[config.mk]
export PLATFORM = sky130hd
export DESIGN_NAME = cdll_parser
export DESIGN_NICKNAME = d
export VERILOG_FILES = /design/src/hdl/cdll_pkg.sv /design/src/hdl/cdll_parser.sv
export SDC_FILE = /design/constraint.sdc
export NUM_CORES = 1
export LEC_CHECK = 0
export ABC_AREA = 1
export BUFFER_PORTS_ARGS = -buffer_cell sky130_fd_sc_hd__buf_4
export CAP_MARGIN = 10
export CORE_MARGIN = 2
export CORE_UTILIZATION = 31
export CTS_CLUSTER_DIAMETER = 150
export DETAILED_ROUTE_END_ITERATION = 10
export GPL_TIMING_DRIVEN = 0
export PLACE_DENSITY = 0.54
export SYNTH_ARGS = -nofsm -noshare
export SYNTH_HDL_FRONTEND = slang
export SYNTH_SLANG_ARGS = --single-unit
[constraint.sdc]
create_clock -name clk -period 8.53 [get_ports clk]
set_clock_uncertainty 0.1 [all_clocks]
set_input_delay 1.706 -clock clk [delete_from_list [all_inputs] [get_ports clk]]
set_output_delay 1.706 -clock clk [all_outputs]
set_load 0.01 [all_outputs]
[src/hdl/cdll_pkg.sv]
// ----------------------------------------------------------------------------
// cdll_pkg: shared types and constants for the checked decimal list loader
// Character codes, parse limits, result status codes and the parser state
// bundle passed from the parser to the top level.
// ----------------------------------------------------------------------------
package cdll_pkg;

    localparam int VALUE_W        = 32;
    localparam int STATUS_W       = 3;
    localparam int STORED_COUNT_W = 9;
    localparam int CHAR_W         = 8;

    // ASCII codes recognized by the parser
    localparam logic [CHAR_W-1:0] CHAR_ZERO  = 8'h30;
    localparam logic [CHAR_W-1:0] CHAR_NINE  = 8'h39;
    localparam logic [CHAR_W-1:0] CHAR_PLUS  = 8'h2B;
    localparam logic [CHAR_W-1:0] CHAR_MINUS = 8'h2D;

    // Largest magnitudes for a positive and a negative token
    localparam logic [VALUE_W+3:0] POS_LIMIT = 36'd2147483647;
    localparam logic [VALUE_W+3:0] NEG_LIMIT = 36'd2147483648;

    // Result status codes
    localparam logic [STATUS_W-1:0] ST_STORED = 3'd0;
    localparam logic [STATUS_W-1:0] ST_BAD    = 3'd1;
    localparam logic [STATUS_W-1:0] ST_DUP    = 3'd2;
    localparam logic [STATUS_W-1:0] ST_FULL   = 3'd3;
    localparam logic [STATUS_W-1:0] ST_HALTED = 3'd4;

    // Token state seen by the control logic
    typedef struct packed {
        logic [VALUE_W-1:0] magnitude;
        logic               negative;
        logic               bad;
    } parse_state_t;

endpackage

[src/hdl/cdll_parser.sv]
// ----------------------------------------------------------------------------
// cdll_parser: per-character decimal token parser
// Accumulates the magnitude of a signed decimal token one character per cycle,
// accepts one leading sign and flags non-digits and out-of-range magnitudes.
// ----------------------------------------------------------------------------
module cdll_parser
    import cdll_pkg::*;
(
    input  logic              clk,
    input  logic              rst_n,
    input  logic              take,
    input  logic              token_clear,
    input  logic [CHAR_W-1:0] char_code,
    output parse_state_t      parse
);

    logic [VALUE_W-1:0] magnitude_reg, magnitude_next;
    logic               negative_reg, negative_next;
    logic               bad_reg, bad_next;
    logic               at_start_reg, at_start_next;

    logic               is_digit;
    logic               is_sign;
    logic [VALUE_W+3:0] times_ten;
    logic [VALUE_W+3:0] limit;

    // Multiply by ten as two shifts and an add, then add the digit
    assign is_digit  = (char_code >= CHAR_ZERO) && (char_code <= CHAR_NINE);
    assign is_sign   = (char_code == CHAR_PLUS) || (char_code == CHAR_MINUS);
    assign times_ten = {1'b0, magnitude_reg, 3'b000} + {3'b000, magnitude_reg, 1'b0}
                       + {(VALUE_W + 0)'(0), (char_code[3:0] - CHAR_ZERO[3:0])};
    assign limit     = negative_reg ? NEG_LIMIT : POS_LIMIT;

    // Next token state
    always_comb
    begin
        magnitude_next = magnitude_reg;
        negative_next  = negative_reg;
        bad_next       = bad_reg;
        at_start_next  = at_start_reg;
        if (token_clear)
        begin
            magnitude_next = '0;
            negative_next  = 1'b0;
            bad_next       = 1'b0;
            at_start_next  = 1'b1;
        end
        else if (take)
        begin
            at_start_next = 1'b0;
            if (!bad_reg)
            begin
                if (at_start_reg && is_sign)
                begin
                    negative_next = (char_code == CHAR_MINUS);
                end
                else if (is_digit)
                begin
                    if (times_ten > limit)
                    begin
                        bad_next = 1'b1;
                    end
                    else
                    begin
                        magnitude_next = times_ten[VALUE_W-1:0];
                    end
                end
                else
                begin
                    bad_next = 1'b1;
                end
            end
        end
    end

    // Hold token state
    always_ff @(posedge clk or negedge rst_n)
    begin
        if (!rst_n)
        begin
            magnitude_reg <= '0;
            negative_reg  <= 1'b0;
            bad_reg       <= 1'b0;
            at_start_reg  <= 1'b1;
        end
        else
        begin
            magnitude_reg <= magnitude_next;
            negative_reg  <= negative_next;
            bad_reg       <= bad_next;
            at_start_reg  <= at_start_next;
        end
    end

    assign parse.magnitude = magnitude_reg;
    assign parse.negative  = negative_reg;
    assign parse.bad       = bad_reg;

endmodule

After elaboration in Yosys (flattened, before gate mapping)
Cells that the tools add are included.

Flip-flop bits (word level): 35. Bits in latches: 0. Memory bits (writable): 0. Memory bits (read-only): 0. Word-level logic and storage cells: 41. Memories kept: 0.

$add $sub $neg: 2. $mul: 0. Div/mod/pow operators: 0. Order comparisons: 3. Eq/ne operators: 5. Shift-type cells: 0. Mux-type cells: 19. Bitwise gates (word level): 0. Reductions and logical operators: 8.

Operator list (count): 32-bit 2-to-1 mux (7); 35-bit by 33-bit adder with 36-bit output (1); 36-bit by 4-bit adder with 36-bit output (1); 36-bit by 32-bit > comparator with 1-bit output (1); 8-bit by 6-bit == test with 1-bit output, second input constant (2); 1-bit 2-to-1 mux (12); 8-bit by 6-bit greater-or-equal comparator with 1-bit output, second input constant (1); 8-bit by 6-bit <= comparator with 1-bit output, second input constant (1); 2-bit != test, second input constant (3); 2-bit nonzero test (3); 5-bit AND reduction (1); 3-bit AND reduction (1); 1-bit logical AND (2); 1-bit logical OR (1).

Longest topological paths before layout
Gate-level depths: netlist of run 1.

Depth in word-level cells: 9. Gate-level depth with buffers: 27.

Worst setup path after synthesis of run 1
Ideal clock, no wire load.

Kind: input to register. Start point: input port char_code[3]. End point: register magnitude_reg[12]. Library setup time: 118 ps. Arrival time: 4759 ps. Data required time: 8312 ps. Slack: 3553 ps. Stages: 23. Path through: fa_1 -> fa_1 -> nand3_1 -> nand2_2 -> nand2_1 -> nand2_1 -> a31o_2 -> xor2_1 -> ha_1 -> nand2_1 -> nor2_1 -> nand3_1 -> nor2_1 -> nand2_1 -> nand3_1 -> nand2_1 -> nand2_1 -> nand2_1 -> a21oi_1 -> nor2_4 -> buf_6 -> nand4_1 -> nand2_1.

Longest elaborated chain between the ends: 7.

Ends and longest elaborated chain: start, declared (RTL line cdll_parser.sv:13) `input logic [CHAR_W-1:0] char_code,`; parallel branches: the longest is 7 deep, another holds 36-bit by 4-bit adder with 36-bit output; end signal, assigned (RTL line cdll_parser.sv:88) `magnitude_reg <= magnitude_next;`; end, declared (RTL line cdll_parser.sv:17) `logic [VALUE_W-1:0] magnitude_reg, magnitude_next;`.

Several ways; the timed one is not identified. The select of a mux whose other input is x is not followed. A chain may end at the register's enable or synchronous reset.

Final worst setup path of run 1
Start point: input port char_code[3]. End point: register magnitude_reg[26].

Same word-level chain as after synthesis.

==> results of run 1 <==
==> area by class of cell <==
| class | instances | area [µm²] | share of cell area (%) |
|---|---|---|---|
| buffer | 18 | 130 | 2.21 |
| timing repair buffer | 46 | 365 | 6.21 |
| clock inverter | 1 | 5.00 | 0.0851 |
| clock buffer | 7 | 133 | 2.25 |
| sequential | 35 | 877 | 14.9 |
| tap | 216 | 270 | 4.59 |
| inverter | 88 | 330 | 5.62 |
| multi-input combinational | 615 | 3770 | 64.1 |
==> metrics by stage <==
stage	power, µW	hold slack, ns	cells	setup WS [ns]	utilization [%]
after floorplan	188	0.360	756	3.55	-
after CTS	395	0.415	1026	3.08	36.8
after global placement	205	0.381	1017	2.76	35.7
final	388	0.414	1026	3.08	36.8
after detailed placement	205	0.404	1018	2.77	35.9
after global routing	403	0.430	1026	2.78	36.8
==> worst reg2reg max path, stage by stage, from the launching register on <==
cell	delay [ns]
dfrtp_1	0.45
fa_1	0.54
fa_1	0.49
nand3_1	0.10
nand2_2	0.10
nand2_1	0.08
nand2_1	0.11
nand2_1	0.10
nand2_2	0.11
xor2_1	0.18
ha_1	0.28
nand2_1	0.07
nor2_1	0.18
nand3_1	0.15
nor2_1	0.21
nand2_1	0.08
nand3_1	0.09
nand2_1	0.05
nand2_1	0.06
nand2_1	0.06
nand2_1	0.06
o21ai_0	0.09
nand3_2	0.17
buf_6	0.21
nand3_1	0.09
nand2_1	0.08
==> cells in the final DEF (no fill, tap or decap), types with 3 or more instances in the layout <==
| cell | n |
|---|---|
| buf_4 | 47 |
| nand2_1 | 228 |
| nand2_2 | 15 |
| buf_6 | 6 |
| a21oi_1 | 49 |
| xnor2_1 | 9 |
| nor2_2 | 6 |
| clkbuf_16 | 5 |
| xor2_1 | 17 |
| nand3_1 | 50 |
| nand4_1 | 34 |
| nor3_1 | 11 |
| dfrtp_1 | 34 |
| nand3_2 | 11 |
| o21bai_1 | 5 |
| o21ai_0 | 8 |
| nor4_1 | 3 |
| buf_2 | 8 |
| ha_1 | 95 |
| inv_1 | 86 |
| nor2_1 | 53 |
==> path summary, 6_finish.rpt <==
check / startpoint / end / slack, ns / cells past startpoint
setup / recovery: char_code[3] / magnitude_reg[26] / 3.08 / 26
hold / removal: at_start_reg / at_start_reg / 0.41 / 2
setup reg to reg: magnitude_reg[0] / magnitude_reg[26] / 4.17 / 25
hold reg to reg: at_start_reg / at_start_reg / 0.41 / 2
max in group asynchronous: rst_n / magnitude_reg[19] / 6.69 / 1
min in group asynchronous: rst_n / bad_reg / 1.28 / 1
==> routing by layer <==
layer	vias up	wire length (µm)	GRT usage, %	share of wire, %
met5	-	0	0	0
met2	106	6790	29.5	45
li1	2634	-	-	-
met4	0	213	4.12	1.4
met1	2268	7500	24.7	50
met3	17	644	2.42	4.3
==> power by group through the flow <==
stage          logic [µW]  registers [µW]  clock network, µW
2_1_floorplan        17.2             171                  0
3_3_place_gp         34.0             171                  0
3_5_place_dp         34.1             171                  0
4_1_cts              34.2             168                193
5_1_grt              37.7             168                198
6_report             33.9             168                186
==> kinds of logic after synthesis <==
| family | share of synthesized area (%) |
|---|---|
| buffers and inverters | 9.01 |
| flip-flops | 17.2 |
| AND/OR/NAND/NOR | 37.4 |
| adder cells (fa/ha/maj) | 24.1 |
| AO/OA/AOI/OAI | 7.94 |
| XOR/XNOR | 4.46 |
==> flow_summary.json, run 1 <==
{
  "status": "finished clean",
  "worst_pin_slew_ns": 0.683,
  "peakVddDrop_mv": 0.0571,
  "worstSetupEndpointType": "register",
  "hold_class": "register to register",
  "critPathLaunchType": "input pin",
  "totalWireLength_um": 15100,
  "clockPowerShare_pct": 48.0,
  "antenna_found_initial": 0,
  "critPathMostFrequentCell": "nand2_1",
  "rsz0062_at_grt": "no",
  "leakage_uw": 0.00357,
  "largest_register_ffs": 32,
  "critPathBufInv": 2,
  "fin_area_um2": 5880,
  "power.switching_uw": 102,
  "p_int_uw": 286,
  "critical_path.max_stage_delay_ns": 0.53,
  "grt_max_degree": 36,
  "postCtsSetupRepairBufs": 0,
  "critPathArrivalTime_ns": 5.59,
  "dieArea_um2": 17500,
  "tns_ns": 0,
  "dp_hpwl_um": 12400,
  "synth_area_per_cell_um2": 6.76,
  "dr.pass1.iters": 5,
  "clock.fmax_ghz": 0.183,
  "hold_viol_final": 0,
  "yosysTopAreaCell": "ha_1",
  "switching_share_pct": 26.3,
  "core_region_area_um2": 16000,
  "drt_iter0_markers": 259,
  "avgRoutedWirePerCell_um": 14.8,
  "synth-edff-count": 0,
  "power.density_nw_per_um2": 66.0,
  "port_buffers": 45,
  "synth_cell_type_count": 37,
  "path_clk_slew_ns": 0.06,
  "overflow": 0,
  "clk_path_buf_depth": 2,
  "cp_top_family": "simple AND/OR/NAND/NOR gates",
  "synthesis.area_um2": 5110,
  "vias": 5025,
  "syn-num-nets": 865,
  "yosysSeqAreaShare_pct": 17.2,
  "synthArstFlopShare_pct": 100,
  "yosysWarnings": 0,
  "synth_commonest_cells": "nand2_1, ha_1, inv_1, nor2_1, nand3_1",
  "numClockSinks": 35,
  "nFillCells": 1834,
  "synthDominantCellAreaShare_pct": 23.3,
  "ctsResizeCount": 0,
  "power_frac_seq_pct": 43.2,
  "nets": 918,
  "ant_nets": 0,
  "finalCriticalPeriod_ns": 5.45,
  "syn_inst": 756,
  "cap_viol_max_count": 0,
  "yosys-top-cells-area": "ha_1, nand2_1, dfrtp_1",
  "tritoncts": "done",
  "io_pins": 46,
  "post-route-period-util_pct": 63.9,
  "cts-htree-levels": 2,
  "std_cell_rows": 46,
  "worstPathRequired_ns": 8.67,
  "grt.total_usage_pct": 17.8,
  "yosysMostFrequentCell": "nand2_1",
  "area_delta_synth_final_pct": 15.1,
  "cts-root-buf": "clkbuf_16",
  "crit_type": "input pin to register",
  "slowest_stage": "fa_1",
  "grt_pass1_vias": 4975,
  "synth_top_flop_cell": "dfrtp_1",
  "synth-seq-cells": 35,
  "die_w_um": 132,
  "via_per_inst": 4.90,
  "num_antenna_cells": 0,
  "relSlewSlack_pct": 54.5,
  "place_congestion": 0.909,
  "fp.dieH_um": 132,
  "place_area_um2": 5740,
  "slew_violations": 0,
  "holdBufCountCts": 0,
  "drc_errors": 0,
  "grt_pass1_wl_um": 25300,
  "layout-drive-gt1-share_pct": 13.8,
  "initial_core_util_pct": 31.9,
  "cts-buffers-inserted": 5,
  "worstSkewPairLatency_ns": 0.30,
  "finalSetupViolCount": 0,
  "combPwrFrac_pct": 8.7,
  "worst-path-max-fanout": 10
}
Power figures use the tool's default switching activity.
==> run 2: changes to the inputs <==
--- a/config.mk
+++ b/config.mk
@@ -13,7 +13,7 @@
 export CTS_CLUSTER_DIAMETER = 150
 export DETAILED_ROUTE_END_ITERATION = 10
 export GPL_TIMING_DRIVEN = 0
-export PLACE_DENSITY = 0.54
+export PLACE_DENSITY = 0.56
 export SYNTH_ARGS = -nofsm -noshare
 export SYNTH_HDL_FRONTEND = slang
 export SYNTH_SLANG_ARGS = --single-unit
==> constraint.sdc (replaced) <==
create_clock -name clk -period 4.7 [get_ports clk]
set_clock_uncertainty 0.1 [all_clocks]
set_input_delay 0.94 -clock clk [delete_from_list [all_inputs] [get_ports clk]]
set_output_delay 0.94 -clock clk [all_outputs]
set_load 0.01 [all_outputs]
==> run 2 against run 1 <==
Against the previous run:
- wire length is 2.4% higher
- core utilization grew 1.3 points
- sequential share of layout area decreased by 0.52 points
- via count about the same
- sequential power is 81% higher
- clock power grew 78%
- final cell count up 0.58%
- global-route usage down 0.39 points
==> flow_summary.json, run 2 (synthesis results as in run 1) <==
{
  "critPathBufInv": 2,
  "place_congestion": 0.933,
  "grt_pass1_vias": 4927,
  "slew_violations": 0,
  "io_pins": 46,
  "layout_commonest_cell": "nand2_1",
  "fp.dieH_um": 132,
  "vias": 5026,
  "drc_errors": 0,
  "via_per_inst": 4.87,
  "grt_pass1_wl_um": 24800,
  "peakVddDrop_mv": 0.112,
  "dieArea_um2": 17500,
  "worst-path-max-fanout": 10,
  "layout_common_cells": "nand2_1, ha_1, inv_1",
  "relSlewSlack_pct": 55.2,
  "cts-buffers-inserted": 5,
  "worstSetupEndpointType": "register",
  "tritoncts": "done",
  "hold_viol_final": 0,
  "die_w_um": 132,
  "hold_class": "register to register",
  "cp_top_family": "simple AND/OR/NAND/NOR gates",
  "dr.pass1.iters": 5,
  "numClockSinks": 35,
  "overflow": 0,
  "path_cells": "buf_4 -> fa_1 -> ha_1 -> nand2_1 -> nor2_2 -> nand3_1 -> nand3_2 -> nand2_1 -> nand2_4 -> a21oi_2 -> xnor2_2 -> ha_1 -> nand4_1 -> nor2_2 -> nand3_1 -> nor2_1 -> a21oi_2 -> nor2_4 -> buf_6 -> nand4_1 -> nand2_1",
  "critical_path.max_stage_delay_ns": 0.49,
  "dpl.cell_count": 1018,
  "p_int_uw": 520,
  "worst_pin_slew_ns": 0.670,
  "instances_no_fill": 1032,
  "combPwrFrac_pct": 9.1,
  "clock.fmax_ghz": 0.223,
  "drt_iter0_markers": 228,
  "clockPowerShare_pct": 47.4,
  "antenna_found_initial": 0,
  "ant_nets": 0,
  "port_buffers": 45,
  "nFillCells": 1782,
  "dp_hpwl_um": 12300,
  "avgRoutedWirePerCell_um": 15.0,
  "holdBufCountCts": 0,
  "leakage_uw": 0.00365,
  "post-route-period-util_pct": 95.4,
  "area_delta_synth_final_pct": 19.3,
  "crit_type": "input pin to register",
  "critPathLaunchType": "input pin",
  "p_total_uw": 700,
  "grt_max_degree": 36,
  "cap_viol_max_count": 0,
  "cts-root-buf": "clkbuf_16",
  "core_region_area_um2": 16000,
  "finalSetupViolCount": 0,
  "largest_register_ffs": 32,
  "nets": 924,
  "switching_share_pct": 25.7,
  "power.switching_uw": 180,
  "slowest_stage": "fa_1",
  "power_frac_seq_pct": 43.5,
  "worstPathRequired_ns": 4.83,
  "power.density_nw_per_um2": 115,
  "path_clk_slew_ns": 0.05,
  "layout-drive-gt1-share_pct": 17.4,
  "critPathMostFrequentCell": "nand2_1",
  "num_antenna_cells": 0,
  "clk_path_buf_depth": 2,
  "critPathArrivalTime_ns": 4.61,
  "worstSkewPairLatency_ns": 0.30,
  "std_cell_rows": 46,
  "initial_core_util_pct": 31.9,
  "hold_ws_ns": 0.385,
  "finalCriticalPeriod_ns": 4.48,
  "totalWireLength_um": 15500,
  "grt.total_usage_pct": 17.5,
  "status": "finished clean",
  "cts-htree-levels": 2
}
## run 2: cell count changes in the layout (fill, tap and decap cells not counted), sizes merged
cell	delta
clkbuf	+1
buf	+5
## run 2: through the flow
step           util, %  instance area, µm²  worst slack, ns  setup TNS (ns)
2_1_floorplan        -                5110            0.489               0
3_3_place_gp      35.7                5720           -0.297           -8.66
3_5_place_dp      35.9                5740           -0.275           -8.11
4_1_cts           36.8                5880           0.0276               0
5_1_grt           38.1                6100          -0.0184          -0.109
6_report          38.1                6100            0.217               0
## run 2: worst paths after layout
check | cells past startpoint | slack (ns) | start | end
setup / recovery | 21 | 0.22 | char_code[3] | magnitude_reg[14]
hold / removal | 2 | 0.38 | at_start_reg | at_start_reg
setup reg to reg | 20 | 0.50 | magnitude_reg[0] | magnitude_reg[14]
hold reg to reg | 2 | 0.38 | at_start_reg | at_start_reg
max in group asynchronous | 1 | 3.63 | rst_n | at_start_reg
min in group asynchronous | 1 | 0.51 | rst_n | magnitude_reg[3]
## run 2: worst register-to-register path, stage by stage (launching register included)
cell     delay (ns)
dfrtp_1        0.45
fa_1           0.54
ha_1           0.34
nand2_1        0.08
nor2_2         0.05
nand3_1        0.10
nand3_2        0.14
nand2_1        0.13
nand2_4        0.10
a21oi_2        0.24
xnor2_2        0.13
ha_1           0.33
nand4_1        0.17
nor2_2         0.26
nand3_1        0.15
nor2_1         0.15
a21oi_2        0.06
nor2_4         0.25
buf_6          0.19
nand4_1        0.11
nand2_1        0.08
## run 2: layout make-up
type / count / area (µm²) / share of cell area (%)
Buffer: 18 / 139 / 2.28
Clock buffer: 7 / 133 / 2.18
Clock inverter: 1 / 5.00 / 0.0821
Inverter: 88 / 330 / 5.42
Multi-Input combinational cell: 615 / 3890 / 63.9
Sequential cell: 35 / 877 / 14.4
Tap cell: 216 / 270 / 4.43
Timing Repair Buffer: 52 / 448 / 7.35
## run 2: layer usage
| metal | vias up | GRT usage, % | part of all wire [%] |
|---|---|---|---|
| li1 | 2631 | - | - |
| met1 | 2300 | 24.8 | 50 |
| met2 | 85 | 28.4 | 46 |
| met5 | - | 0 | 0 |
| met4 | 0 | 3.35 | 0.86 |
| met3 | 10 | 2.42 | 3.4 |
## run 2: power groups by stage
stage	Combinational, µW	Sequential, µW	Clock [µW]
3_3_place_gp	61.1	310	0
3_5_place_dp	61.5	310	0
5_1_grt	70.5	304	354
4_1_cts	61.9	304	344
6_report	63.9	304	332
2_1_floorplan	31.2	310	0
## run 2: what timing repair did
action | CTS | global route
buffers inserted | 0 | 3
endpoints found under the setup margin | 0 | 33
resized for setup | 0 | 37
==> run 3: changes to the inputs <==
--- a/config.mk
+++ b/config.mk
@@ -5,10 +5,10 @@
 export SDC_FILE = /design/constraint.sdc
 export NUM_CORES = 1
 export LEC_CHECK = 0
-export ABC_AREA = 1
+export ABC_AREA = 0
 export BUFFER_PORTS_ARGS = -buffer_cell sky130_fd_sc_hd__buf_4
 export CAP_MARGIN = 10
-export CORE_MARGIN = 2
+export CORE_MARGIN = 1
 export CORE_UTILIZATION = 31
 export CTS_CLUSTER_DIAMETER = 150
 export DETAILED_ROUTE_END_ITERATION = 10
==> run 3 against run 2 <==
Against the previous run:
- the run now ends with setup timing left
- power is 11% higher
- core utilization is 2.1 points higher
- largest cell class unchanged
- first-iteration DRC count is 39% higher
- maximum frequency is 17% lower
- critical path depth is 1 higher
==> flow_summary.json, run 3 <==
{
  "status": "finished, violations left",
  "violations": "setup timing",
  "nFillCells": 1577,
  "synth_commonest_cells": "ha_1, nand2_1, a21oi_1, nor2_1, dfrtp_1",
  "post-route-period-util_pct": 114,
  "multi_input_area_um2": 4040,
  "dieArea_um2": 16300,
  "yosysMostFrequentCell": "ha_1",
  "crit_type": "input pin to register",
  "num_antenna_cells": 0,
  "regArea_um2": 877,
  "use_met3_pct": 2.13,
  "tritoncts": "done",
  "clock.fmax_ghz": 0.186,
  "totalWireLength_um": 16000,
  "yosysTopAreaCell": "ha_1",
  "hold_ws_ns": 0.441,
  "dr.pass1.iters": 4,
  "critical_path.max_stage_delay_ns": 0.46,
  "std_cell_rows": 45,
  "slowest_stage": "fa_2",
  "path_clk_slew_ns": 0.06,
  "layout_commonest_cell": "ha_1",
  "worst_pin_slew_ns": 0.666,
  "cts-buffers-inserted": 5,
  "cts-htree-levels": 2,
  "antenna_found_initial": 0,
  "worstPathRequired_ns": 4.78,
  "dp_hpwl_um": 12000,
  "drc_errors": 0,
  "instances_no_fill": 866,
  "grt.total_usage_pct": 19.9,
  "yosys-top-cells-area": "ha_1, dfrtp_1, a21oi_1",
  "hold_class": "register to register",
  "avgRoutedWirePerCell_um": 18.5,
  "syn_inst": 581,
  "initial_core_util_pct": 32.0,
  "grt_pass1_wl_um": 25600,
  "synthesis.area_um2": 4900,
  "yosysSeqAreaShare_pct": 17.9,
  "met1_usage_pct": 26.1,
  "via_per_inst": 5.68,
  "worstSetupEndpointType": "register",
  "drt_iter0_markers": 318,
  "synth_area_per_cell_um2": 8.43,
  "worst_slack_ns": -0.679,
  "hold_viol_final": 0,
  "finalSetupViolCount": 33,
  "port_buffers": 45,
  "grt_pass1_vias": 4921,
  "critPathArrivalTime_ns": 5.46,
  "path_cells": "buf_8 -> fa_2 -> ha_4 -> a21oi_4 -> o211ai_2 -> a41oi_2 -> buf_4 -> buf_4 -> o221ai_1 -> a21oi_1 -> xnor2_1 -> ha_1 -> and2_0 -> a221o_1 -> nand2_1 -> o2111ai_1 -> a221oi_2 -> o211ai_2 -> or3_1 -> buf_6 -> buf_12 -> a31o_1",
  "power.density_nw_per_um2": 126,
  "fp.dieH_um": 128,
  "vias": 4916,
  "overflow": 0,
  "layout-drive-gt1-share_pct": 24.4,
  "cts-root-buf": "clkbuf_16",
  "syn-num-nets": 690,
  "leakage_uw": 0.00291,
  "use_met2_pct": 33.6,
  "yosysWarnings": 0,
  "synth-seq-cells": 35,
  "worst-path-max-fanout": 10,
  "synthDominantCellAreaShare_pct": 24.3,
  "worstSkewPairLatency_ns": 0.29,
  "layout_common_cells": "ha_1, buf_4, nand2_1",
  "rsz0062_at_grt": "yes",
  "numClockSinks": 35,
  "peakVddDrop_mv": 0.0916,
  "clk_path_buf_depth": 2,
  "synth_top_flop_cell": "dfrtp_1",
  "finalCriticalPeriod_ns": 5.38,
  "cap_viol_max_count": 0,
  "synthArstFlopShare_pct": 100,
  "io_pins": 46,
  "area_delta_synth_final_pct": 25.8,
  "largest_register_ffs": 32,
  "die_w_um": 128,
  "grt_most_used_layer": "met2",
  "synth-edff-count": 0,
  "place_congestion": 0.918,
  "grt_max_degree": 36,
  "synth_cell_type_count": 77,
  "slew_violations": 0,
  "dpl.cell_count": 837,
  "relSlewSlack_pct": 55.6,
  "ant_nets": 0,
  "nets": 763,
  "holdBufCountCts": 0,
  "core_region_area_um2": 15300,
  "critPathLaunchType": "input pin"
}
run 3: cell count changes after synthesis, moves of 15 or more:
| cell | previous run | this run |
|---|---|---|
| nand2_1 | 228 | 60 |
| nor2_1 | 53 | 35 |
| inv_1 | 86 | 19 |
| nand3_1 | 50 | 14 |
| nand4_1 | 34 | 12 |
| nand2_2 | 15 | 0 |
run 3: cell type report:
cell class,instances,share of cell area [%]
clock buffers,6,2.25
plain buffers,33,2.90
inverters,20,1.22
multi-input cells,492,65.5
well taps,211,4.28
flip-flops and latches,35,14.2
clock inverters,2,0.569
repair buffers,67,9.06
run 3: cell families (layout without fill, tap and decap cells):
logic type                 after synthesis  in the layout  share of synthesized area, %
and+or+nand+nor                        180            180                          18.4
muxes                                   10             10                          2.04
xor gates and xnor gates                27             27                          4.83
adders and majority gates               97             97                          25.1
AOI/OAI and AO/OA                      178            178                          26.7
buffers and inverters                   54            128                          5.01
DFF                                     35             35                          17.9
run 3: path summary, 6_finish.rpt:
kind                             startpoint                 to  slack (ns)  cells past startpoint
max reg2reg                magnitude_reg[2]  magnitude_reg[22]       -0.45                     21
max in group asynchronous             rst_n       at_start_reg        3.61                      1
min                            at_start_reg       at_start_reg        0.44                      1
min in group asynchronous             rst_n  magnitude_reg[28]        0.53                      1
max                            char_code[3]  magnitude_reg[22]       -0.68                     22
min reg2reg                    at_start_reg       at_start_reg        0.44                      1
run 3: power by group:
part	switching (µW)	internal, µW
Sequential	1.07	303
Clock	151	265
Combinational	36.8	23.0
Total	189	591
run 3: per-layer routing:
metal | vias up | wire (µm)
li1 | 2370 | -
met1 | 2371 | 7440
met2 | 140 | 7480
met3 | 35 | 604
met4 | 0 | 530
met5 | - | 0
run 3: repair_timing:
| item | in CTS | in global routing |
|---|---|---|
| buffers inserted | 13 | 8 |
| cloned | 1 | 0 |
| gates resized for setup | 27 | 18 |
| pin swaps | 11 | 16 |
| endpoints found under the setup margin | 33 | 33 |
run 3: stage by stage:
| stage | setup slack (ns) | total power (µW) | TNS, ns | area (µm²) | utilization, % |
|---|---|---|---|---|---|
| after floorplan | -0.606 | 335 | -16.43 | 4960 | - |
| after global placement | -1.35 | 363 | -41.85 | 5560 | 36.3 |
| after detailed placement | -1.44 | 364 | -44.39 | 5560 | 36.3 |
| after CTS | -0.688 | 790 | -21.32 | 5990 | 39.1 |
| after global routing | -0.840 | 808 | -25.72 | 6160 | 40.2 |
| final | -0.679 | 779 | -19.87 | 6160 | 40.2 |
run 3: critical path: cells and delay by family:
kind	cells	cell delay, ns
AO/OA/AOI/OAI	10	1.79
XOR/XNOR	1	0.30
AND/OR/NAND/NOR	3	0.64
buffers and inverters	5	0.70
adder cells (fa/ha/maj)	3	1.07
